--- src/sv/edf_ts_pkg.sv ---
// shared types, codes and helpers of the edf tick scheduler
`timescale 1ns / 1ps
package edf_ts_pkg;

  localparam logic [2:0] IDLE_CODE = 3'd4;
  localparam int unsigned LANES = 4;

  localparam logic [2:0] REG_COMPUTE  = 3'd0;
  localparam logic [2:0] REG_PERIODS  = 3'd1;
  localparam logic [2:0] REG_DEADLINE = 3'd2;
  localparam logic [2:0] REG_ENABLE   = 3'd3;
  localparam logic [2:0] REG_RUNLEN   = 3'd4;

  // per-task job record held in memory
  typedef struct packed {
    logic [15:0] jobs;
    logic        ready;
    logic [7:0]  owed;
    logic [7:0]  done;
  } ent_t;

  // 8-bit lane of a packed config word; tasks past the lanes read zero
  function automatic logic [7:0] lane_of(input logic [31:0] word, input logic [2:0] idx);
    logic [7:0] r;
    r = 8'd0;
    if (idx < 3'(LANES)) r = word[{idx[1:0], 3'b000} +: 8];
    return r;
  endfunction

endpackage

--- src/sv/edf_tick_scheduler.sv ---
// edf tick scheduler top level: config port, task memory and tick sequencer
`timescale 1ns / 1ps
// per tick, each task takes a memory read, a latch step, a 16-step bit-serial modulo
//   of the time by the period, a release/write-back step and a deadline compare step;
//   then the chosen task is updated; past the run end the word comes from the check state
// one tick at a time: a new tick is taken only in idle, also while a result waits
// reset (rst, synchronous): clears config to its defaults, time, task valid bits
//   and previous-task state; restart on a word clears the same job state
module edf_tick_scheduler #(
  parameter int MAX_TASKS = 4
) (
  input  logic        clk,
  input  logic        rst,
  // input channel
  input  logic        in_valid,
  output logic        in_ready,
  input  logic        restart,
  // output channel
  output logic        out_valid,
  input  logic        out_ready,
  output logic [2:0]  running_task,
  output logic        overdue_unit,
  output logic        job_finished,
  output logic        preempted,
  output logic [15:0] tick_time,
  output logic        run_done,
  // apb config port
  input  logic        psel,
  input  logic        penable,
  input  logic        pwrite,
  input  logic [4:0]  paddr,
  input  logic [31:0] pwdata,
  output logic [31:0] prdata,
  output logic        pready
);

  localparam int TW = (MAX_TASKS > 1) ? $clog2(MAX_TASKS) : 1;
  localparam int CW = $clog2(MAX_TASKS + 1);
  localparam logic [CW-1:0] LAST = CW'(MAX_TASKS - 1);

  typedef enum logic [2:0] {S_IDLE, S_CHK, S_READ, S_LAT, S_MOD, S_REL, S_KEY, S_UPD} state_t;

  // config registers
  logic [31:0] compute_times, periods, deadlines;
  logic [3:0]  task_enable;
  logic [15:0] run_length;

  // sequencer state
  state_t                 state;
  logic [15:0]            cur_time;
  logic [2:0]             prev_task;
  logic                   prev_ended;
  logic [MAX_TASKS-1:0]   vld;
  logic [CW-1:0]          ti;
  logic [3:0]             bitc;
  logic [7:0]             rem;
  edf_ts_pkg::ent_t       ent;
  logic [23:0]            prod;

  // selection
  logic                   sel_valid, sel_over;
  logic [2:0]             sel_id;
  logic signed [26:0]     best;
  edf_ts_pkg::ent_t       sel_ent;

  // task memory
  logic [$bits(edf_ts_pkg::ent_t)-1:0] mem [MAX_TASKS];
  logic [$bits(edf_ts_pkg::ent_t)-1:0] rd_data;
  logic                   wr_en;
  logic [TW-1:0]          wr_addr;
  edf_ts_pkg::ent_t       wr_data;

  // config port
  logic cfg_wr;
  assign pready = 1'b1;
  assign cfg_wr = psel && penable && pwrite && pready;

  always_comb begin
    case (paddr[4:2])
      edf_ts_pkg::REG_COMPUTE:  prdata = compute_times;
      edf_ts_pkg::REG_PERIODS:  prdata = periods;
      edf_ts_pkg::REG_DEADLINE: prdata = deadlines;
      edf_ts_pkg::REG_ENABLE:   prdata = {28'd0, task_enable};
      edf_ts_pkg::REG_RUNLEN:   prdata = {16'd0, run_length};
      default:                  prdata = 32'd0;
    endcase
  end

  always_ff @(posedge clk) begin
    if (rst) begin
      compute_times <= '0;
      periods       <= '0;
      deadlines     <= '0;
      task_enable   <= '0;
      run_length    <= 16'd1;
    end else if (cfg_wr) begin
      case (paddr[4:2])
        edf_ts_pkg::REG_COMPUTE:  compute_times <= pwdata;
        edf_ts_pkg::REG_PERIODS:  periods       <= pwdata;
        edf_ts_pkg::REG_DEADLINE: deadlines     <= pwdata;
        edf_ts_pkg::REG_ENABLE:   task_enable   <= pwdata[3:0];
        edf_ts_pkg::REG_RUNLEN:   run_length    <= pwdata[15:0];
        default: ;
      endcase
    end
  end

  // current task's lanes
  logic [2:0] tid;
  logic [7:0] c_lane, p_lane, d_lane;
  logic       t_en;
  assign tid    = 3'(ti);
  assign c_lane = edf_ts_pkg::lane_of(compute_times, tid);
  assign p_lane = edf_ts_pkg::lane_of(periods, tid);
  assign d_lane = edf_ts_pkg::lane_of(deadlines, tid);
  assign t_en   = (tid < 3'(edf_ts_pkg::LANES)) && task_enable[tid[1:0]];

  // bit-serial modulo step
  logic [8:0] rem_sh;
  assign rem_sh = {rem, cur_time[bitc]};

  // release of the current task
  logic             rel;
  edf_ts_pkg::ent_t ent_rel;
  always_comb begin
    rel = (cur_time == 16'd0) ||
          (p_lane != 8'd0 && cur_time >= {8'd0, p_lane} && rem == 8'd0);
    ent_rel = ent;
    if (t_en && rel) begin
      if (ent.ready) ent_rel.owed = (c_lane > ent.done) ? c_lane - ent.done : 8'd0;
      ent_rel.done  = 8'd0;
      ent_rel.ready = 1'b1;
    end
  end

  // deadline key: deadline + period*jobs - time, signed
  logic signed [26:0] key;
  logic               elig, elig_over;
  assign key = $signed({19'd0, d_lane}) + $signed({3'd0, prod}) - $signed({11'd0, cur_time});
  assign elig      = t_en && ent.ready;
  assign elig_over = elig && (ent.owed != 8'd0);

  // unit update of the chosen task
  edf_ts_pkg::ent_t upd_ent;
  logic             upd_fin;
  logic [7:0]       sel_c;
  logic [8:0]       d_inc;
  always_comb begin
    sel_c   = edf_ts_pkg::lane_of(compute_times, sel_id);
    d_inc   = {1'b0, sel_ent.done} + 9'd1;
    upd_ent = sel_ent;
    upd_fin = 1'b0;
    if (sel_over) begin
      upd_ent.owed = sel_ent.owed - 8'd1;
      upd_fin      = (sel_ent.owed == 8'd1);
    end else if (d_inc >= {1'b0, sel_c}) begin
      upd_fin       = 1'b1;
      upd_ent.done  = 8'd0;
      upd_ent.ready = 1'b0;
      upd_ent.jobs  = sel_ent.jobs + 16'd1;
    end else begin
      upd_ent.done = d_inc[7:0];
    end
  end

  logic out_free;
  assign out_free = !out_valid || out_ready;
  assign in_ready = (state == S_IDLE);

  // memory write port: release write-back or unit update
  always_comb begin
    wr_en   = 1'b0;
    wr_addr = ti[TW-1:0];
    wr_data = ent_rel;
    if (state == S_REL && t_en && rel) wr_en = 1'b1;
    if (state == S_UPD && out_free && sel_valid) begin
      wr_en   = 1'b1;
      wr_addr = sel_id[TW-1:0];
      wr_data = upd_ent;
    end
  end

  always_ff @(posedge clk) begin
    if (wr_en) mem[wr_addr] <= wr_data;
  end

  always_ff @(posedge clk) begin
    rd_data <= mem[ti[TW-1:0]];
  end

  // tick sequencer
  always_ff @(posedge clk) begin
    if (rst) begin
      state      <= S_IDLE;
      cur_time   <= '0;
      prev_task  <= edf_ts_pkg::IDLE_CODE;
      prev_ended <= 1'b1;
      vld        <= '0;
      out_valid  <= 1'b0;
      ti         <= '0;
      sel_valid  <= 1'b0;
      sel_over   <= 1'b0;
    end else begin
      if (out_valid && out_ready) out_valid <= 1'b0;
      case (state)
        S_IDLE: begin
          if (in_valid) begin
            if (restart) begin
              cur_time   <= '0;
              prev_task  <= edf_ts_pkg::IDLE_CODE;
              prev_ended <= 1'b1;
              vld        <= '0;
            end
            state <= S_CHK;
          end
        end
        S_CHK: begin
          ti        <= '0;
          sel_valid <= 1'b0;
          sel_over  <= 1'b0;
          if (cur_time >= run_length) begin
            // run over: report only, no state change
            if (out_free) begin
              out_valid    <= 1'b1;
              running_task <= edf_ts_pkg::IDLE_CODE;
              overdue_unit <= 1'b0;
              job_finished <= 1'b0;
              preempted    <= 1'b0;
              tick_time    <= (cur_time == 16'hFFFF) ? 16'hFFFF : cur_time + 16'd1;
              run_done     <= 1'b1;
              state        <= S_IDLE;
            end
          end else begin
            state <= S_READ;
          end
        end
        S_READ: state <= S_LAT;
        S_LAT: begin
          ent   <= vld[ti[TW-1:0]] ? edf_ts_pkg::ent_t'(rd_data) : '0;
          rem   <= 8'd0;
          bitc  <= 4'd15;
          state <= S_MOD;
        end
        S_MOD: begin
          rem  <= (rem_sh >= {1'b0, p_lane}) ? 8'(rem_sh - {1'b0, p_lane}) : rem_sh[7:0];
          bitc <= bitc - 4'd1;
          if (bitc == 4'd0) state <= S_REL;
        end
        S_REL: begin
          ent  <= ent_rel;
          prod <= {16'd0, p_lane} * {8'd0, ent_rel.jobs};
          if (t_en && rel) vld[ti[TW-1:0]] <= 1'b1;
          state <= S_KEY;
        end
        S_KEY: begin
          // overdue wins at lowest id, else nearest deadline, ties to lowest id
          if (!sel_over) begin
            if (elig_over) begin
              sel_valid <= 1'b1;
              sel_over  <= 1'b1;
              sel_id    <= tid;
              sel_ent   <= ent;
            end else if (elig && (!sel_valid || key < best)) begin
              sel_valid <= 1'b1;
              sel_id    <= tid;
              best      <= key;
              sel_ent   <= ent;
            end
          end
          if (ti == LAST) begin
            state <= S_UPD;
          end else begin
            ti    <= ti + CW'(1);
            state <= S_READ;
          end
        end
        S_UPD: begin
          if (out_free) begin
            cur_time     <= cur_time + 16'd1;
            out_valid    <= 1'b1;
            tick_time    <= cur_time + 16'd1;
            run_done     <= 1'b0;
            if (sel_valid) begin
              running_task <= sel_id;
              overdue_unit <= sel_over;
              job_finished <= upd_fin;
              preempted    <= (sel_id != prev_task) && !prev_ended &&
                              (prev_task != edf_ts_pkg::IDLE_CODE);
              prev_task    <= sel_id;
              prev_ended   <= upd_fin;
            end else begin
              running_task <= edf_ts_pkg::IDLE_CODE;
              overdue_unit <= 1'b0;
              job_finished <= 1'b0;
              preempted    <= 1'b0;
              prev_task    <= edf_ts_pkg::IDLE_CODE;
              prev_ended   <= 1'b0;
            end
            state <= S_IDLE;
          end
        end
        default: state <= S_IDLE;
      endcase
    end
  end

endmodule

--- config.mk ---
export PLATFORM = sky130hd
export DESIGN_NAME = edf_tick_scheduler
export DESIGN_NICKNAME = d
export VERILOG_FILES = /design/src/sv/edf_ts_pkg.sv /design/src/sv/edf_tick_scheduler.sv
export SDC_FILE = /design/constraint.sdc
export NUM_CORES = 1
export LEC_CHECK = 0
export BUFFER_PORTS_ARGS = -buffer_cell sky130_fd_sc_hd__buf_2
export CORE_ASPECT_RATIO = 1.75
export CORE_UTILIZATION = 44
export DETAILED_ROUTE_END_ITERATION = 8
export GPL_TIMING_DRIVEN = 0
export PLACE_DENSITY_LB_ADDON = 0.3
export SYNTH_ARGS = -nofsm -noshare
export SYNTH_HDL_FRONTEND = slang
export SYNTH_SLANG_ARGS = --single-unit
--- constraint.sdc ---
create_clock -name clk -period 9.52 [get_ports clk]
set_clock_uncertainty 0.2 [all_clocks]
set_input_delay 1.428 -clock clk [delete_from_list [all_inputs] [get_ports clk]]
set_output_delay 1.428 -clock clk [all_outputs]
set_load 0.1 [all_outputs]
==> results <==
- The hold buffer count at CTS is 0.
- The clock slew at the register clock pins of the worst setup and hold paths is 0.07 ns.
- The worst pin sits at a relative slew slack of 17.0%.
- The CTS sink count is 468.
- The clock network latency to the later pin of the worst-skew pair is 0.59 ns.
- The synthesized netlist net count is 2932.
- The classification of the worst-slack hold path is register to register.
- The via count of the first global-routing pass is 20800.
- At the end of routability-driven placement, the weighted congestion stood at 0.996.
- The total overflow left after global routing is 0.
- The number of cells traversed by the worst register-to-register path is 25.
- The endpoint identified for the worst register-to-register timing path is sel_ent[28].
- The count of inserted antenna diode cells is 0.
- The library cell occupying the most area in the post-synthesis netlist is edfxtp_1.
- The via total after detailed routing is 20400.
- The part of the power in combinational logic is 3.9%.
- The overall die area is 62800 µm².
- The internal portion of the total power is 0.00323 W.
- By area, the combinational part of the netlist is dominated by simple AND/OR/NAND/NOR gates.
- The synthesis-stage register bit count is 468.
- The final worst-path setup slack is 0.387 ns.
- The kind of end point of the critical path is a register.
- CTS built an H-tree with a depth of 2.
- Detailed placement finished with a half-perimeter wire length of 62.0 mm.
- TritonCTS created 44 clock buffers.
- The post-synthesis simple-gate area fraction is 14.5%.
- The detailed-route DRC error count is 0.
- The clock share of power is 44.4%.
- After detailed routing, the number of vias per cell comes to 5.65.
- Wires add up to 78.6 mm.
- In the final routed layout, each cell accounts on average for 21.7 µm.
- The first global-routing pass estimated 120 mm of wire.
- For the final routed database, the setup TNS stands at 0 ns.
- For this configuration, the core starts out at a cell density of 44.5%.
- In this run the cell area of the synthesized design comes to 27200 µm².
- The final layout net count is 3089.
- The power per standard cell area is 136 nW/µm².
- The peak clock frequency supported by timing is 109 MHz.
- The area of the core is 61100 µm².
- The fraction of layout instances using a drive strength above 1 is 9.88%.
- The count of cell types in the netlist is 69.
- The number of cells traversed by the worst hold path is 0.
- After Yosys synthesis, full adders, half adders and majority gates account for 14.4% of the synthesized area.
- The total of buffers placed on input and output ports is 98.
- The post-detailed-route count of antenna-violating nets is 0.
- The final critical-path share of the clock period is 95.9%.
- At the pin with the least slew margin, the transition time is 1.23 ns.
- The most repeated cell in the gate-level netlist after synthesis is nand2_1.
- The capture endpoint of the worst hold path is sel_ent[20].
- The required time at the endpoint of the critical path is 9.65 ns.
- The number of synthesized flops with an enable pin is 286.
- The die is 331 µm tall.
- The first routing iteration left 1531 violations.
- The startpoint identified for the worst hold timing path is ent[20].
- The startpoint of the most critical register-to-register path is ti[1].
- The x dimension of the die is 190 µm.
- The setup-violating endpoint count in the final report is 0.
- VDD sags by at most 0.000143 V.
- The startpoint-to-endpoint class of the critical path is register to register.
- The standard-cell row count is 120.
- The clock tree from TritonCTS is done.
- The count of synthesis-stage warnings from yosys is 0.
- The leakage power summed over all cells is 12.2 nW.
- The arrival time at the worst endpoint is 9.26 ns.
- The share of flip-flops with an asynchronous set or reset is 0%.
- Counting along the longest clock path gives a buffer depth of 3.
- For this design the top-level I/O count stands at 103.
- The area fraction in compound gates after synthesis is 10.1%.
- The number of max-slew violations in the final report is 0.
- The flow ran to the end, and the final reports show no timing, DRC or antenna violations.
- The hold violation total from the final report is 0.
- The total design power is 0.00414 W.
- Relative to the synthesized area, the layout overhead comes to 12.1%.
- The clock period minus final worst setup slack is 9.13 ns.
- A synthesized cell averages 10.3 µm².
- Entering global routing, the biggest net connects 26 pins.
- Setup repair after global routing left no endpoint under its margin.
- The instance count of the mapped netlist is 2630.
- The switching power share of the total is 22.1%.
- Counting instances in the post-synthesis netlist gives the leading cell types as nand2_1 (426), edfxtp_1 (286), a21oi_1 (228).
- The root cell of the clock tree is clkbuf_16.
- For this run, the leading register cell type out of synthesis is edfxtp_1.
- The XOR/XNOR share of the synthesized area is 3.03%.
- Final hold analysis gives a worst-case slack of 0.246 ns.
- The number of antenna violations at the first check in global routing came to 0.
- For flop-to-flop paths, the worst setup slack is 0.39 ns.
- Before antenna repair, the detailed router went through 7 iterations.
- The max capacitance violation total is 0.
- The portion of synthesized area spent on multiplexers is 7.86%.
- Of the total power, registers draw 51.7%.
- Sorting the synthesized cells by area gives the leading types as edfxtp_1 (32%), dfxtp_1 (13%), ha_1 (7.5%).
- For this design the total switching power over the nets is 0.000916 W.
- The overall fraction of global-route tracks in use is 25.4%.
- After synthesis, the largest area contributor takes up 31.6% of total cell area.
- The critical-path maximum fanout is 25.
- The kind of start point of the critical path is a register.
- The post-placement setup slack is -0.0553 ns.
- The part of the Yosys area used for sequential elements is 45.0%.
cells in the final DEF, fill, tap and decap left out, types with 6 or more instances in the layout:
cell type,synthesis,layout
ha_1,163,163
or3_1,8,8
and3_1,100,100
nand4_1,19,19
fa_1,94,94
clkinv_2,0,8
o31ai_1,9,6
o22ai_1,8,8
clkinv_1,1,8
a21oi_1,228,228
dfxtp_1,182,182
buf_8,1,11
a211oi_1,10,9
nand2b_1,20,20
buf_2,4,102
a21o_1,37,37
inv_1,212,212
edfxtp_1,286,286
o21ai_0,86,84
a31oi_1,12,12
nor3_1,27,26
nor2b_1,15,15
clkbuf_16,0,46
o21bai_1,7,7
buf_1,27,24
xnor2_1,62,62
nor4_1,16,16
nand3_1,38,38
o21a_1,15,15
mux4_2,73,73
nor2_1,154,152
and2_1,26,26
clkbuf_1,107,114
xor2_1,32,32
a22o_1,9,9
nand2_1,426,426
nor3b_1,6,6
mux2i_1,48,48
stage by stage:
stage / util (%) / cell area [µm²] / instances
floorplan: - / 27200 / 2630
global placement: 46.9 / 28700 / 3521
detailed placement: 47.4 / 29000 / 3535
CTS: 49.9 / 30500 / 3617
global route: 49.9 / 30500 / 3616
finish: 49.9 / 30500 / 3616
power groups by stage:
stage / logic, W / registers, W / clock network [W]
finish: 0.000160 / 0.00214 / 0.00184
global route: 0.000172 / 0.00214 / 0.00195
CTS: 0.000158 / 0.00214 / 0.00188
detailed placement: 0.000157 / 0.00219 / 0
global placement: 0.000154 / 0.00219 / 0
floorplan: 0.0000968 / 0.00218 / 0
area by class of cell:
cell class	count	area, µm²
Multi-Input combinational cell	1806	13700
Timing Repair Buffer	112	711
Clock inverter	26	279
Tap cell	793	992
Clock buffer	56	1220
Buffer	142	583
Inverter	213	800
Fill cell	5509	30600
Sequential cell	468	12200
how the worst max path moves through the flow:
stage / from / to / slack, ns / cells past startpoint
floorplan: ti[0] / best[0] / 1.24 / 23
global placement: ti[0] / best[24] / -1.93 / 23
detailed placement: ti[0] / sel_ent[29] / -0.06 / 25
CTS: ti[0] / sel_ent[28] / 0.06 / 25
global route: ti[1] / sel_ent[29] / 0.11 / 27
finish: ti[1] / sel_ent[28] / 0.39 / 25
cell families (layout without fill, tap and decap cells):
group                    count (synthesis)  count (layout)
AO/OA/AOI/OAI                          463             463
XOR/XNOR                                94              94
adder cells (fa/ha/maj)                257             257
buffers and inverters                  356             549
flip-flops                             468             468
multiplexers                           122             122
other                                    1               1
AND/OR/NAND/NOR                        869             869
flip-flops by register name (all words and copies together) (netlist names), 8 cells and up:
name / cells
best: 26
deadlines: 32
compute_times: 32
prod: 24
ent: 33
rem: 8
run_length: 16
tick_time: 16
periods: 32
rd_data: 33
sel_ent: 33
cur_time: 16
mem: 132
per-layer routing:
metal / GRT usage [%] / wire length [µm]
met1: 28.0 / 29000
met2: 45.2 / 39900
met3: 2.83 / 3670
met4: 17.8 / 6050
met5: 0 / 0
worst max-delay path: stages, from the launching register on:
cell      delay [ns]
dfxtp_1         0.39
buf_2           0.33
buf_2           0.41
buf_1           0.90
mux4_2          0.52
nand2_1         0.11
fa_1            0.51
inv_1           0.04
ha_1            0.33
nor4_1          0.32
a21oi_1         0.10
nand3_1         0.10
a21oi_1         0.09
o21a_1          0.19
a221oi_1        0.66
o41ai_1         0.18
o41a_1          0.37
xnor2_1         0.23
ha_1            0.29
a21o_1          0.16
a21o_1          0.18
a211oi_1        0.78
o21ai_0         0.25
a311oi_1        0.73
nor2_4          0.22
buf_12          0.25
timing repair:
| action | 4_1_cts | 5_1_grt |
|---|---|---|
| setup buffers | 0 | 0 |
| gates resized for setup | 2 | 1 |
| endpoints found under the hold margin | 0 | 0 |
| setup endpoints to repair | 25 | 58 |
Power figures use the tool's default switching activity.
